[src/zcrb_pkg.sv]
`default_nettype none

package zcrb_pkg;

  localparam int unsigned SampleW = 16;
  localparam int unsigned RateW   = 24;
  localparam int unsigned PctW    = 7;
  localparam int unsigned SumW    = 40;
  localparam int unsigned CfgW    = 16;
  localparam int unsigned BandW   = 15;
  localparam int unsigned DivW    = 17;
  localparam int unsigned DivSteps = SumW;
  localparam int unsigned DivCntW  = $clog2(DivSteps + 1);

  localparam logic [RateW-1:0] RateMax   = {RateW{1'b1}};
  localparam logic [16:0]      RateScale = 17'd100000;
  localparam logic [PctW-1:0]  PctMax    = 7'd100;
  localparam logic [15:0]      CountMax  = 16'hFFFF;

  localparam logic [CfgW-1:0]  WindowLenRst  = 16'd100;
  localparam logic [CfgW-1:0]  BasePeriodRst = 16'd3000;
  localparam logic [BandW-1:0] BandRst       = 15'd8;
  localparam logic [CfgW-1:0]  FullScaleRst  = 16'd250;

  typedef enum logic [1:0] {
    CFG_WINDOW_LEN  = 2'd0,
    CFG_BASE_PERIOD = 2'd1,
    CFG_HYST_BAND   = 2'd2,
    CFG_FULL_SCALE  = 2'd3
  } cfg_reg_e;

  typedef enum logic [1:0] {
    CLS_ZERO = 2'd0,
    CLS_POS  = 2'd1,
    CLS_NEG  = 2'd2
  } class_e;

  typedef enum logic [2:0] {
    ST_IDLE,
    ST_MUL,
    ST_DIV,
    ST_BASE,
    ST_ADJ,
    ST_OUT
  } state_e;

  typedef enum logic [1:0] {
    OP_RATE,
    OP_MEAN,
    OP_PCT
  } div_op_e;

  function automatic logic [RateW-1:0] sat_rate(input logic [SumW-1:0] v);
    sat_rate = (|v[SumW-1:RateW]) ? RateMax : v[RateW-1:0];
  endfunction

endpackage

`default_nettype wire

[src/zcrb_in_if.sv]
`default_nettype none

interface zcrb_in_if;
  import zcrb_pkg::*;

  logic                      valid;
  logic                      ready;
  logic                      func;
  logic signed [SampleW-1:0] sample_value;

  modport source (output valid, output func, output sample_value, input ready);
  modport sink   (input valid, input func, input sample_value, output ready);
endinterface

`default_nettype wire

[src/zcrb_out_if.sv]
`default_nettype none

interface zcrb_out_if;
  import zcrb_pkg::*;

  logic             valid;
  logic             ready;
  logic [RateW-1:0] rate_adj_centihz;
  logic [PctW-1:0]  intensity_pct;
  logic             baseline_ready;
  logic [RateW-1:0] baseline_centihz;

  modport source (output valid, output rate_adj_centihz, output intensity_pct,
                  output baseline_ready, output baseline_centihz, input ready);
  modport sink   (input valid, input rate_adj_centihz, input intensity_pct,
                  input baseline_ready, input baseline_centihz, output ready);
endinterface

`default_nettype wire

[src/zero_cross_rate_with_baseline.sv]
// Zero-crossing rate meter with a startup baseline.
// in_i carries items of two kinds: a signed ADC sample (func = 0) or a one
// millisecond tick (func = 1). out_o carries one result per closed window:
// the rate above baseline, a percent of full scale and the baseline state.
// cfg_we_i / cfg_idx_i / cfg_wdata_i write the four registers; the user
// must write them only while idle, the block itself does not enforce it.
// While in_i.ready is high the block takes one sample or tick every cycle;
// a tick that closes a window keeps in_i.ready low while one shared
// restoring divider (one quotient bit per cycle) runs the rate pass and
// the percent pass, plus a mean pass on the window that freezes a baseline
// built from at least one window. The result is registered in ST_OUT after
// the last pass, and ready rises in that same cycle. A zero window length
// skips the rate pass and a zero full scale the percent pass.
// The result sits in an output register: a stalled receiver does not stop
// samples and ticks, but the next closing tick waits in ST_OUT with
// in_i.ready low until the receiver takes the result.
// Reset (asynchronous, active low) restores the register defaults, clears
// the window, the counters and the baseline; no result is pending after it.

`default_nettype none

module zero_cross_rate_with_baseline
  import zcrb_pkg::*;
(
  input  wire logic                clk_i,
  input  wire logic                rst_ni,
  zcrb_in_if.sink                  in_i,
  zcrb_out_if.source               out_o,
  input  wire logic                cfg_we_i,
  input  wire logic [1:0]          cfg_idx_i,
  input  wire logic [CfgW-1:0]     cfg_wdata_i
);

  // configuration
  logic [CfgW-1:0]  win_len_q, win_len_d;
  logic [CfgW-1:0]  base_period_q, base_period_d;
  logic [BandW-1:0] band_q, band_d;
  logic [CfgW-1:0]  full_scale_q, full_scale_d;

  // window and baseline state
  state_e           state_q, state_d;
  div_op_e          op_q, op_d;
  class_e           prev_class_q, prev_class_d;
  logic             need_first_q, need_first_d;
  logic [15:0]      rise_q, rise_d;
  logic [15:0]      elapsed_q, elapsed_d;
  logic [15:0]      since_q, since_d;
  logic [SumW-1:0]  sum_q, sum_d;
  logic [15:0]      windows_q, windows_d;
  logic             frozen_q, frozen_d;
  logic [RateW-1:0] base_val_q, base_val_d;
  logic             out_valid_q, out_valid_d;

  // divider and result datapath
  logic [SumW-1:0]    num_q, num_d;
  logic [DivW-1:0]    rem_q, rem_d;
  logic [DivW-1:0]    dvs_q, dvs_d;
  logic [DivCntW-1:0] cnt_q, cnt_d;
  logic [RateW-1:0]   rate_q, rate_d;
  logic [RateW-1:0]   adj_q, adj_d;
  logic [PctW-1:0]    pct_q, pct_d;
  logic [RateW-1:0]   o_adj_q, o_adj_d;
  logic [PctW-1:0]    o_pct_q, o_pct_d;
  logic               o_rdy_q, o_rdy_d;
  logic [RateW-1:0]   o_base_q, o_base_d;

  logic signed [16:0] samp_ext;
  logic signed [16:0] band_ext;
  class_e             cls;
  logic [15:0]        elapsed_inc;
  logic [DivW:0]      shifted;
  logic               take;
  logic [SumW-1:0]    num_step;
  logic [32:0]        product;

  assign samp_ext = {in_i.sample_value[SampleW-1], in_i.sample_value};
  assign band_ext = $signed({2'b00, band_q});

  always_comb begin
    if (samp_ext > band_ext) begin
      cls = CLS_POS;
    end else if (samp_ext < -band_ext) begin
      cls = CLS_NEG;
    end else begin
      cls = CLS_ZERO;
    end
  end

  assign elapsed_inc = (elapsed_q == CountMax) ? elapsed_q : elapsed_q + 16'd1;
  assign product     = 33'(rise_q) * 33'(RateScale);

  // one restoring step of the shared divider
  assign shifted  = {rem_q, num_q[SumW-1]};
  assign take     = (shifted >= {1'b0, dvs_q});
  assign num_step = {num_q[SumW-2:0], take};

  assign in_i.ready             = (state_q == ST_IDLE);
  assign out_o.valid            = out_valid_q;
  assign out_o.rate_adj_centihz = o_adj_q;
  assign out_o.intensity_pct    = o_pct_q;
  assign out_o.baseline_ready   = o_rdy_q;
  assign out_o.baseline_centihz = o_base_q;

  always_comb begin
    win_len_d     = win_len_q;
    base_period_d = base_period_q;
    band_d        = band_q;
    full_scale_d  = full_scale_q;
    state_d       = state_q;
    op_d          = op_q;
    prev_class_d  = prev_class_q;
    need_first_d  = need_first_q;
    rise_d        = rise_q;
    elapsed_d     = elapsed_q;
    since_d       = since_q;
    sum_d         = sum_q;
    windows_d     = windows_q;
    frozen_d      = frozen_q;
    base_val_d    = base_val_q;
    out_valid_d   = out_valid_q;
    num_d         = num_q;
    rem_d         = rem_q;
    dvs_d         = dvs_q;
    cnt_d         = cnt_q;
    rate_d        = rate_q;
    adj_d         = adj_q;
    pct_d         = pct_q;
    o_adj_d       = o_adj_q;
    o_pct_d       = o_pct_q;
    o_rdy_d       = o_rdy_q;
    o_base_d      = o_base_q;

    if (cfg_we_i) begin
      case (cfg_reg_e'(cfg_idx_i))
        CFG_WINDOW_LEN:  win_len_d     = cfg_wdata_i;
        CFG_BASE_PERIOD: base_period_d = cfg_wdata_i;
        CFG_HYST_BAND:   band_d        = cfg_wdata_i[BandW-1:0];
        CFG_FULL_SCALE:  full_scale_d  = cfg_wdata_i;
        default: ;
      endcase
    end

    if (out_valid_q && out_o.ready) begin
      out_valid_d = 1'b0;
    end

    case (state_q)
      ST_IDLE: begin
        if (in_i.valid) begin
          if (!in_i.func) begin
            if (need_first_q) begin
              need_first_d = 1'b0;
            end else if (prev_class_q == CLS_NEG && cls != CLS_NEG
                         && rise_q != CountMax) begin
              rise_d = rise_q + 16'd1;
            end
            prev_class_d = cls;
          end else begin
            since_d   = (since_q == CountMax) ? since_q : since_q + 16'd1;
            elapsed_d = elapsed_inc;
            if (elapsed_inc >= win_len_q) begin
              state_d = ST_MUL;
            end
          end
        end
      end
      ST_MUL: begin
        // window closes here; the product is taken before the counters clear
        rise_d       = '0;
        elapsed_d    = '0;
        prev_class_d = CLS_ZERO;
        need_first_d = 1'b1;
        if (win_len_q == '0) begin
          rate_d  = '0;
          state_d = ST_BASE;
        end else begin
          num_d   = SumW'(product);
          rem_d   = '0;
          dvs_d   = {1'b0, win_len_q};
          cnt_d   = '0;
          op_d    = OP_RATE;
          state_d = ST_DIV;
        end
      end
      ST_DIV: begin
        num_d = num_step;
        rem_d = take ? DivW'(shifted - {1'b0, dvs_q}) : shifted[DivW-1:0];
        cnt_d = cnt_q + 1'b1;
        if (cnt_q == DivCntW'(DivSteps - 1)) begin
          case (op_q)
            OP_RATE: begin
              rate_d  = sat_rate(num_step);
              state_d = ST_BASE;
            end
            OP_MEAN: begin
              base_val_d = sat_rate(num_step);
              frozen_d   = 1'b1;
              state_d    = ST_ADJ;
            end
            OP_PCT: begin
              pct_d   = (num_step > SumW'(PctMax)) ? PctMax : num_step[PctW-1:0];
              state_d = ST_OUT;
            end
            default: state_d = ST_OUT;
          endcase
        end
      end
      ST_BASE: begin
        state_d = ST_ADJ;
        if (!frozen_q) begin
          if (since_q < base_period_q) begin
            if (windows_q != CountMax) begin
              sum_d     = sum_q + SumW'(rate_q);
              windows_d = windows_q + 16'd1;
            end
          end else if (windows_q == '0) begin
            base_val_d = '0;
            frozen_d   = 1'b1;
          end else begin
            num_d   = sum_q;
            rem_d   = '0;
            dvs_d   = {1'b0, windows_q};
            cnt_d   = '0;
            op_d    = OP_MEAN;
            state_d = ST_DIV;
          end
        end
      end
      ST_ADJ: begin
        adj_d = (rate_q > base_val_q) ? rate_q - base_val_q : '0;
        if (full_scale_q == '0) begin
          pct_d   = (rate_q > base_val_q) ? PctMax : '0;
          state_d = ST_OUT;
        end else begin
          // round to nearest: (2*adj + fs) / (2*fs)
          num_d   = SumW'({(rate_q > base_val_q) ? rate_q - base_val_q : RateW'(0), 1'b0})
                    + SumW'(full_scale_q);
          rem_d   = '0;
          dvs_d   = {full_scale_q, 1'b0};
          cnt_d   = '0;
          op_d    = OP_PCT;
          state_d = ST_DIV;
        end
      end
      ST_OUT: begin
        if (!out_valid_q || out_o.ready) begin
          out_valid_d = 1'b1;
          o_adj_d     = adj_q;
          o_pct_d     = pct_q;
          o_rdy_d     = frozen_q;
          o_base_d    = base_val_q;
          state_d     = ST_IDLE;
        end
      end
      default: state_d = ST_IDLE;
    endcase
  end

  always_ff @(posedge clk_i or negedge rst_ni) begin
    if (!rst_ni) begin
      state_q       <= ST_IDLE;
      op_q          <= OP_RATE;
      win_len_q     <= WindowLenRst;
      base_period_q <= BasePeriodRst;
      band_q        <= BandRst;
      full_scale_q  <= FullScaleRst;
      prev_class_q  <= CLS_ZERO;
      need_first_q  <= 1'b1;
      rise_q        <= '0;
      elapsed_q     <= '0;
      since_q       <= '0;
      sum_q         <= '0;
      windows_q     <= '0;
      frozen_q      <= 1'b0;
      base_val_q    <= '0;
      out_valid_q   <= 1'b0;
      cnt_q         <= '0;
    end else begin
      state_q       <= state_d;
      op_q          <= op_d;
      win_len_q     <= win_len_d;
      base_period_q <= base_period_d;
      band_q        <= band_d;
      full_scale_q  <= full_scale_d;
      prev_class_q  <= prev_class_d;
      need_first_q  <= need_first_d;
      rise_q        <= rise_d;
      elapsed_q     <= elapsed_d;
      since_q       <= since_d;
      sum_q         <= sum_d;
      windows_q     <= windows_d;
      frozen_q      <= frozen_d;
      base_val_q    <= base_val_d;
      out_valid_q   <= out_valid_d;
      cnt_q         <= cnt_d;
    end
  end

  always_ff @(posedge clk_i) begin
    num_q    <= num_d;
    rem_q    <= rem_d;
    dvs_q    <= dvs_d;
    rate_q   <= rate_d;
    adj_q    <= adj_d;
    pct_q    <= pct_d;
    o_adj_q  <= o_adj_d;
    o_pct_q  <= o_pct_d;
    o_rdy_q  <= o_rdy_d;
    o_base_q <= o_base_d;
  end

  a_out_from_seq: assert property (@(posedge clk_i) disable iff (!rst_ni)
    $rose(out_valid_q) |-> $past(state_q) == ST_OUT)
    else $error("result appeared outside the output step");

  a_pct_range: assert property (@(posedge clk_i) disable iff (!rst_ni)
    out_valid_q |-> o_pct_q <= PctMax)
    else $error("intensity above full scale");

  a_base_zero: assert property (@(posedge clk_i) disable iff (!rst_ni)
    (out_valid_q && !o_rdy_q) |-> o_base_q == '0)
    else $error("baseline reported before it was frozen");

  a_div_count: assert property (@(posedge clk_i) disable iff (!rst_ni)
    state_q == ST_DIV |-> cnt_q < DivCntW'(DivSteps))
    else $error("divider ran past its last step");

  a_adj_bound: assert property (@(posedge clk_i) disable iff (!rst_ni)
    state_q == ST_OUT |-> adj_q <= rate_q)
    else $error("adjusted rate exceeds window rate");

endmodule

`default_nettype wire
[src/flat_wrapper.sv]
// flat-port wrapper written by rule: the top's interface ports become plain ports
module zero_cross_rate_with_baseline_flat import zcrb_pkg::*;
  (clk_i, rst_ni, cfg_we_i, cfg_idx_i, cfg_wdata_i, in_i_valid, in_i_func, in_i_sample_value, in_i_ready, out_o_valid, out_o_rate_adj_centihz, out_o_intensity_pct, out_o_baseline_ready, out_o_baseline_centihz, out_o_ready);
  zcrb_in_if in_i_i ();
  zcrb_out_if out_o_i ();
  input  wire logic clk_i;
  input  wire logic rst_ni;
  input  wire logic cfg_we_i;
  input  wire logic [1:0] cfg_idx_i;
  input  wire logic [CfgW-1:0] cfg_wdata_i;
  input wire logic [$bits(in_i_i.valid)-1:0] in_i_valid;
  input wire logic [$bits(in_i_i.func)-1:0] in_i_func;
  input wire logic [$bits(in_i_i.sample_value)-1:0] in_i_sample_value;
  output wire logic [$bits(in_i_i.ready)-1:0] in_i_ready;
  output wire logic [$bits(out_o_i.valid)-1:0] out_o_valid;
  output wire logic [$bits(out_o_i.rate_adj_centihz)-1:0] out_o_rate_adj_centihz;
  output wire logic [$bits(out_o_i.intensity_pct)-1:0] out_o_intensity_pct;
  output wire logic [$bits(out_o_i.baseline_ready)-1:0] out_o_baseline_ready;
  output wire logic [$bits(out_o_i.baseline_centihz)-1:0] out_o_baseline_centihz;
  input wire logic [$bits(out_o_i.ready)-1:0] out_o_ready;
  assign in_i_i.valid = in_i_valid;
  assign in_i_i.func = in_i_func;
  assign in_i_i.sample_value = in_i_sample_value;
  assign in_i_ready = in_i_i.ready;
  assign out_o_valid = out_o_i.valid;
  assign out_o_rate_adj_centihz = out_o_i.rate_adj_centihz;
  assign out_o_intensity_pct = out_o_i.intensity_pct;
  assign out_o_baseline_ready = out_o_i.baseline_ready;
  assign out_o_baseline_centihz = out_o_i.baseline_centihz;
  assign out_o_i.ready = out_o_ready;
  zero_cross_rate_with_baseline u_core (.clk_i(clk_i), .rst_ni(rst_ni), .in_i(in_i_i), .out_o(out_o_i), .cfg_we_i(cfg_we_i), .cfg_idx_i(cfg_idx_i), .cfg_wdata_i(cfg_wdata_i));
endmodule
[config.mk]
export PLATFORM = sky130hd
export DESIGN_NAME = zero_cross_rate_with_baseline_flat
export DESIGN_NICKNAME = d
export VERILOG_FILES = /design/src/zcrb_pkg.sv /design/src/zcrb_in_if.sv /design/src/zcrb_out_if.sv /design/src/zero_cross_rate_with_baseline.sv /design/src/flat_wrapper.sv
export SDC_FILE = /design/constraint.sdc
export NUM_CORES = 1
export LEC_CHECK = 0
export ABC_CLOCK_PERIOD_IN_PS = 6270
export BUFFER_PORTS_ARGS = -buffer_cell sky130_fd_sc_hd__clkbuf_2
export CAP_MARGIN = 20
export CORE_MARGIN = 10
export CORE_UTILIZATION = 50
export CTS_CLUSTER_SIZE = 10
export DETAILED_ROUTE_END_ITERATION = 8
export PLACE_DENSITY = 0.66
export SLEW_MARGIN = 20
export SYNTH_ARGS = -nofsm -noshare
export SYNTH_HDL_FRONTEND = slang
export SYNTH_SLANG_ARGS = --single-unit
[constraint.sdc]
create_clock -name clk_i -period 6.27 [get_ports clk_i]
set_input_delay 1.254 -clock clk_i [delete_from_list [all_inputs] [get_ports clk_i]]
set_output_delay 1.254 -clock clk_i [all_outputs]
set_load 0.01 [all_outputs]
[Yosys cells after proc, flatten, opt, wreduce, memory -nomap -nowiden]
Index checks and enable logic that the tools add are counted.
Widths: inputs -> output; s select.
Storage, ports and cells
  bits in registers: 392
  bits of input ports: 40
Cells by class
  $add $sub $neg: 10
  multiply operators: 1
  magnitude comparators: 7
  equal/unequal tests: 36
  multiplexer cells: 87
  bitwise gates (word level): 2
  reductions and logical operators: 35
Operators by type and width (number)
  $mux 24: 10
  $mux 40: 5
  $mux 17: 11
  $pmux 40 s4: 1
  $mux 16: 7
  $pmux 24 s2: 2
  $pmux 17 s4: 1
  $add 16x1->16 const B: 4
  $pmux 16 s2: 2
  $pmux 17 s3: 1
  $logic_not 16->1: 3
  $add 40x24->40: 1
  $gt 40x7->1 const B: 1
  $mux 7: 5
  $eq 16x16->1 const B: 2
  $ne 16x16->1 const B: 2
  $mux 6: 5
  $mul 16x12->28 const B: 1
  $mux 3: 9
  $add 25x16->26: 1
  $gt 24x24->1: 1
  $pmux 6 s4: 1
  $sub 24x24->24: 1
  $ne 2x2->1 const B: 11
  38 further kinds: 90

[Depth between registers and ports, before layout]
  word-level depth: 12
  depth in mapped cells: 28
  gate-level depth less buffers: 25

[Worst setup path after synthesis]
Ideal clock, no wire load.
  kind: reg-to-reg
  from: register u_core.base_period_q[9]
  to: register u_core.cnt_q[4]
  setup time: 0.178 ns
  arrival: 5.213 ns
  data required time: 6.092 ns
  path slack: 0.880 ns
  stages on the path, launching flop included: 14
  clock period less this slack: 5.390 ns
  path through: dfstp_2 -> inv_1 -> ha_1 -> a21o_1 -> a211o_1 -> nor2_1 -> o211ai_1 -> a31oi_1 -> nor2_1 -> o2111ai_1 -> a21oi_1 -> nand4_1 -> xor2_1 -> nor2_1
On the way
  word-level cells in the longest chain between the ends: 3
RTL lines
  start: declaration: RTL line zero_cross_rate_with_baseline.sv:36  | logic [CfgW-1:0] base_period_q, base_period_d;
  start signal: assignment: RTL line zero_cross_rate_with_baseline.sv:264  | base_period_q <= BasePeriodRst;
  start signal: assignment: RTL line zero_cross_rate_with_baseline.sv:282  | base_period_q <= base_period_d;
  $lt 16x16->1: RTL line zero_cross_rate_with_baseline.sv:211  | if (since_q < base_period_q) begin
  $ne 2x2->1 (no source line)
  $reduce_and 6->1 (no source line)
  end signal: assignment: RTL line zero_cross_rate_with_baseline.sv:295  | cnt_q <= cnt_d;
  end: declaration: RTL line zero_cross_rate_with_baseline.sv:58  | logic [DivCntW-1:0] cnt_q, cnt_d;
No other way between the ends.
A chain may end at the register's enable or synchronous reset.

[Final worst setup path]
  from: register u_core.rate_q[23]
  to: register u_core.num_q[25] (data pin)
On the way
  word-level cells in the longest chain between the ends: 5
  elaborated cells between the ends (all ways): 6
  classes of those cells: add/sub (2); order compare (1); mux (3)
RTL lines
  start: declaration: RTL line zero_cross_rate_with_baseline.sv:59  | logic [RateW-1:0] rate_q, rate_d;
  start signal: assignment: RTL line zero_cross_rate_with_baseline.sv:303  | rate_q <= rate_d;
  $sub 24x24->24 / $gt 24x24->1 (equally long branches): RTL line zero_cross_rate_with_baseline.sv:236  | num_d = SumW'({(rate_q > base_val_q) ? rate_q - base_val_q : RateW'(0), 1'b0})
  $mux 24 *
  $add 25x16->26 *: RTL line zero_cross_rate_with_baseline.sv:237  | + SumW'(full_scale_q);
  $mux 40 *: RTL line zero_cross_rate_with_baseline.sv:231  | if (full_scale_q == '0) begin
  $pmux 40 s4 *: RTL line zero_cross_rate_with_baseline.sv:147  | case (state_q)
  named net u_core.num_d[25]: RTL line zero_cross_rate_with_baseline.sv:55  | logic [SumW-1:0] num_q, num_d;
  end signal: assignment: RTL line zero_cross_rate_with_baseline.sv:300  | num_q <= num_d;
  end: declaration: RTL line zero_cross_rate_with_baseline.sv:55
The timed path passes the listed nets; every way through them passes the cells marked *. The select of a mux whose other input is x is not followed.

==> results.py <==
metrics = {
    "status": {
        "status": "complete, no violations",
    },
    "critical_path": {
        "reg2reg_depth": 21,
        "crit_slowest_cell": "a2111oi_0",
        "critPathMaxFanout": 7,
        "required_ns": 6.60,
        "end_kind": "register",
        "cpPeakStageDelay_ns": 0.55,
        "path_class": "reg -> reg",
        "path_cells": "ha_1, nand2_1, or4_1, or3_4, nand2_2, a2bb2oi_2, nor2_1, ha_1, inv_1, fa_1, nor2_1, o21a_1, o21ai_0, a21boi_0, a31o_2, a2111oi_0, nor4_2, and4b_1, nand4_1, o32ai_1, o21bai_1",
        "cp-start-kind": "register",
        "crit_arrival_ns": 5.88,
    },
    "floorplan": {
        "die_w_um": 245,
        "initial_core_util": 0.505,
        "core_area_um2": 50100,
        "rows": 82,
        "die-area_um2": 60000,
        "io_pins": 98,
        "die_h_um": 245,
    },
    "drt": {
        "drt_wl_total_mm": 65.0,
        "routedWlPerCell_um": 19.9,
        "first_pass_iters": 5,
        "vias": 18804,
        "ant_nets": 0,
        "drc_errors": 0,
        "routed_via_density": 5.77,
        "drt_iter0_drc": 1568,
    },
    "placement": {
        "port_buffers": 97,
        "post-dp-hpwl_mm": 48.3,
        "gp_congestion": 0.921,
        "place_area_um2": 26500,
    },
    "sta": {
        "max_freq_mhz": 180,
        "timing.final.crit_share": 0.884,
        "relSlewSlack": 0.294,
        "fin_skew_ns": 0.0242,
        "fin_setup_tns_ns": 0,
        "tightestPinTransition_ns": 1.05,
        "min_period_ns": 5.55,
        "slew_viol_final": 0,
        "rsz0062_at_grt": "false",
        "hold_violations": 0,
        "report.final.setup_viol": 0,
    },
    "clocking": {
        "cts_setup_buffers": 0,
        "numCtsBuffers": 47,
        "tritoncts": "built",
        "clock_path_buffers": 3,
        "root_buffer": "clkbuf_16",
        "cts_repair_resize_count": 0,
        "clk_latency_ns": 0.60,
        "htree_levels": 2,
        "ctsHoldBuffers": 0,
        "clock-sinks": 392,
        "clk_pin_slew_ns": 0.06,
    },
    "worst_hold_path": {
        "hold-path-cell-count": 0,
        "worst_hold_path_type": "reg -> reg",
    },
    "synthesis": {
        "async_flop_share": 0.528,
        "synth_area_um2": 25300,
        "synthDistinctLibCells": 94,
        "syn_nets": 2791,
        "netlist_instances": 2454,
        "ys_seq_area_frac": 0.425,
        "synth.avg_cell_area_um2": 10.3,
        "synth-seq-cells": 392,
        "ys_warn_count": 0,
        "synth_ff_type": "dfrtp_1",
        "synth-edff-count": 185,
    },
    "grt": {
        "antenna_found_initial": 1,
        "overflow": 0,
        "grt_max_degree": 112,
        "grt_pass1_wl_mm": 104,
        "grt_pass1_vias": 18562,
        "track_usage": 0.216,
    },
    "final_layout": {
        "diodes": 0,
        "area_delta_synth_final_pct": 10.5,
        "drive_above_1_share": 0.117,
        "nets": 2886,
        "design_area_um2": 27900,
    },
    "power": {
        "leakage_nw": 12.8,
        "power_density_nw_per_um2": 414,
        "ir_drop_mv": 0.267,
    },
    "flow_run": {
        "cap_violations": 0,
    },
}
## synth_stat cells (all sizes together) (13+ instances only)
| cell | instances | area share |
|---|---|---|
| and3 | 30 | 0.0079 |
| o22ai | 44 | 0.011 |
| o21bai | 15 | 0.0046 |
| dfstp | 18 | 0.019 |
| nand2 | 193 | 0.029 |
| o21a | 14 | 0.0042 |
| nand2b | 22 | 0.0054 |
| nor2b | 21 | 0.0052 |
| nor2 | 188 | 0.029 |
| inv | 227 | 0.034 |
| xor2 | 69 | 0.024 |
| mux2i | 55 | 0.022 |
| nor4 | 22 | 0.0057 |
| mux2 | 56 | 0.025 |
| nor3 | 32 | 0.0072 |
| fa | 48 | 0.038 |
| edfxtp | 185 | 0.22 |
| a211oi | 13 | 0.0041 |
| buf | 17 | 0.0038 |
| clkbuf | 54 | 0.0080 |
| nand3 | 46 | 0.0093 |
| a21o | 68 | 0.020 |
| nand4 | 31 | 0.0077 |
| o211ai | 17 | 0.0054 |
| o31ai | 29 | 0.0086 |
| a21oi | 125 | 0.026 |
| o21ai | 142 | 0.028 |
| or3 | 14 | 0.0037 |
| ha | 249 | 0.12 |
| xnor2 | 111 | 0.039 |
| dfrtp | 189 | 0.19 |
## per-layer routing
| metal | part of all wire | routed length, um | up-vias | GRT usage |
|---|---|---|---|---|
| met5 | 0.00020 | 13 | - | 0 |
| met4 | 0.022 | 1430 | 2 | 0.0575 |
| met3 | 0.071 | 4610 | 88 | 0.0409 |
| met2 | 0.45 | 29100 | 572 | 0.335 |
| met1 | 0.46 | 29800 | 9201 | 0.304 |
| li1 | - | - | 8941 | - |
## power by group
| part | switching, W | leakage, nW | internal, W |
|---|---|---|---|
| Combinational | 0.00299 | 7.75 | 0.00195 |
| Clock | 0.00109 | 0.667 | 0.00146 |
| Sequential | 0.000537 | 4.37 | 0.00353 |
## worst max-delay path, delay by kind of cell, from the launching register on
| kind | cells | cell delay (ns) |
|---|---|---|
| AOI/OAI and AO/OA | 8 | 2.13 |
| buffers and inverters | 1 | 0.07 |
| and+or+nand+nor | 9 | 1.83 |
| DFF | 1 | 0.40 |
| adders and majority gates | 3 | 0.85 |
## flip-flops by register name, indices dropped and copies added, names as in the netlist, 2 cells and up
name	count
u_core.elapsed_q	16
u_core.pct_q	7
u_core.op_q	2
u_core.win_len_q	16
u_core.since_q	16
u_core.num_q	40
u_core.base_period_q	16
u_core.adj_q	24
u_core.rem_q	17
u_core.cnt_q	6
u_core.base_val_q	24
u_core.state_q	3
u_core.sum_q	40
u_core.out_o.rate_adj_centihz	24
u_core.out_o.intensity_pct	7
u_core.rate_q	24
u_core.rise_q	16
u_core.dvs_q	17
u_core.out_o.baseline_centihz	24
u_core.full_scale_q	16
u_core.windows_q	16
u_core.prev_class_q	2
u_core.band_q	15
## layout by cell type, fill, tap and decap left out, types with 68 or more instances in the layout
cell        n
dfrtp_1   188
a21o_1     68
xor2_1     69
a21oi_1   118
inv_1     226
nand2_1   191
nor2_1    184
clkbuf_2   96
ha_1      249
xnor2_1   110
edfxtp_1  185
o21ai_0   126
## layout make-up
| class | instances | area [um2] |
|---|---|---|
| multi-input combinational | 1764 | 13400 |
| sequential | 392 | 10800 |
| fill | 4460 | 22100 |
| clock buffer | 82 | 1360 |
| tap | 672 | 841 |
| timing repair buffer | 117 | 644 |
| clock inverter | 6 | 48.8 |
| inverter | 227 | 852 |
## final timing paths
kind	to	start	slack [ns]
setup reg to reg	u_core.num_q[25]$_DFFE_PP_	u_core.rate_q[23]$_SDFFCE_PN0P_	0.72
max in group asynchronous	u_core.full_scale_q[1]$_DFFE_PN1P_	rst_ni	4.37
hold reg to reg	u_core.out_o.rate_adj_centihz[14]$_DFFE_PP_	u_core.adj_q[14]$_DFFE_PP_	0.41
hold / removal	u_core.out_o.rate_adj_centihz[14]$_DFFE_PP_	u_core.adj_q[14]$_DFFE_PP_	0.41
setup / recovery	u_core.num_q[25]$_DFFE_PP_	u_core.rate_q[23]$_SDFFCE_PN0P_	0.72
min in group asynchronous	u_core.rise_q[11]$_DFFE_PN0P_	rst_ni	0.79
## per-stage QoR
stage               setup slack [ns]  cells  total power [W]  utilization  hold WS, ns
global route                   0.380   3260           0.0123        0.558        0.421
floorplan                      0.880   2454          0.00756            -        0.400
finish                         0.725   3260           0.0116        0.558        0.411
CTS                            0.717   3260           0.0115        0.558        0.417
detailed placement             0.763   3172          0.00894        0.530        0.405
global placement               0.881   3172          0.00881        0.530        0.403
## cell families after synthesis
group,Yosys count,share of synthesized area
AOI/OAI and AO/OA,531,0.135
xor gates and xnor gates,180,0.0626
adders and majority gates,297,0.161
buffers and inverters,298,0.0455
DFF,392,0.425
muxes,111,0.0469
and+or+nand+nor,645,0.124
Note: power is estimated with default switching activity, not from simulation.
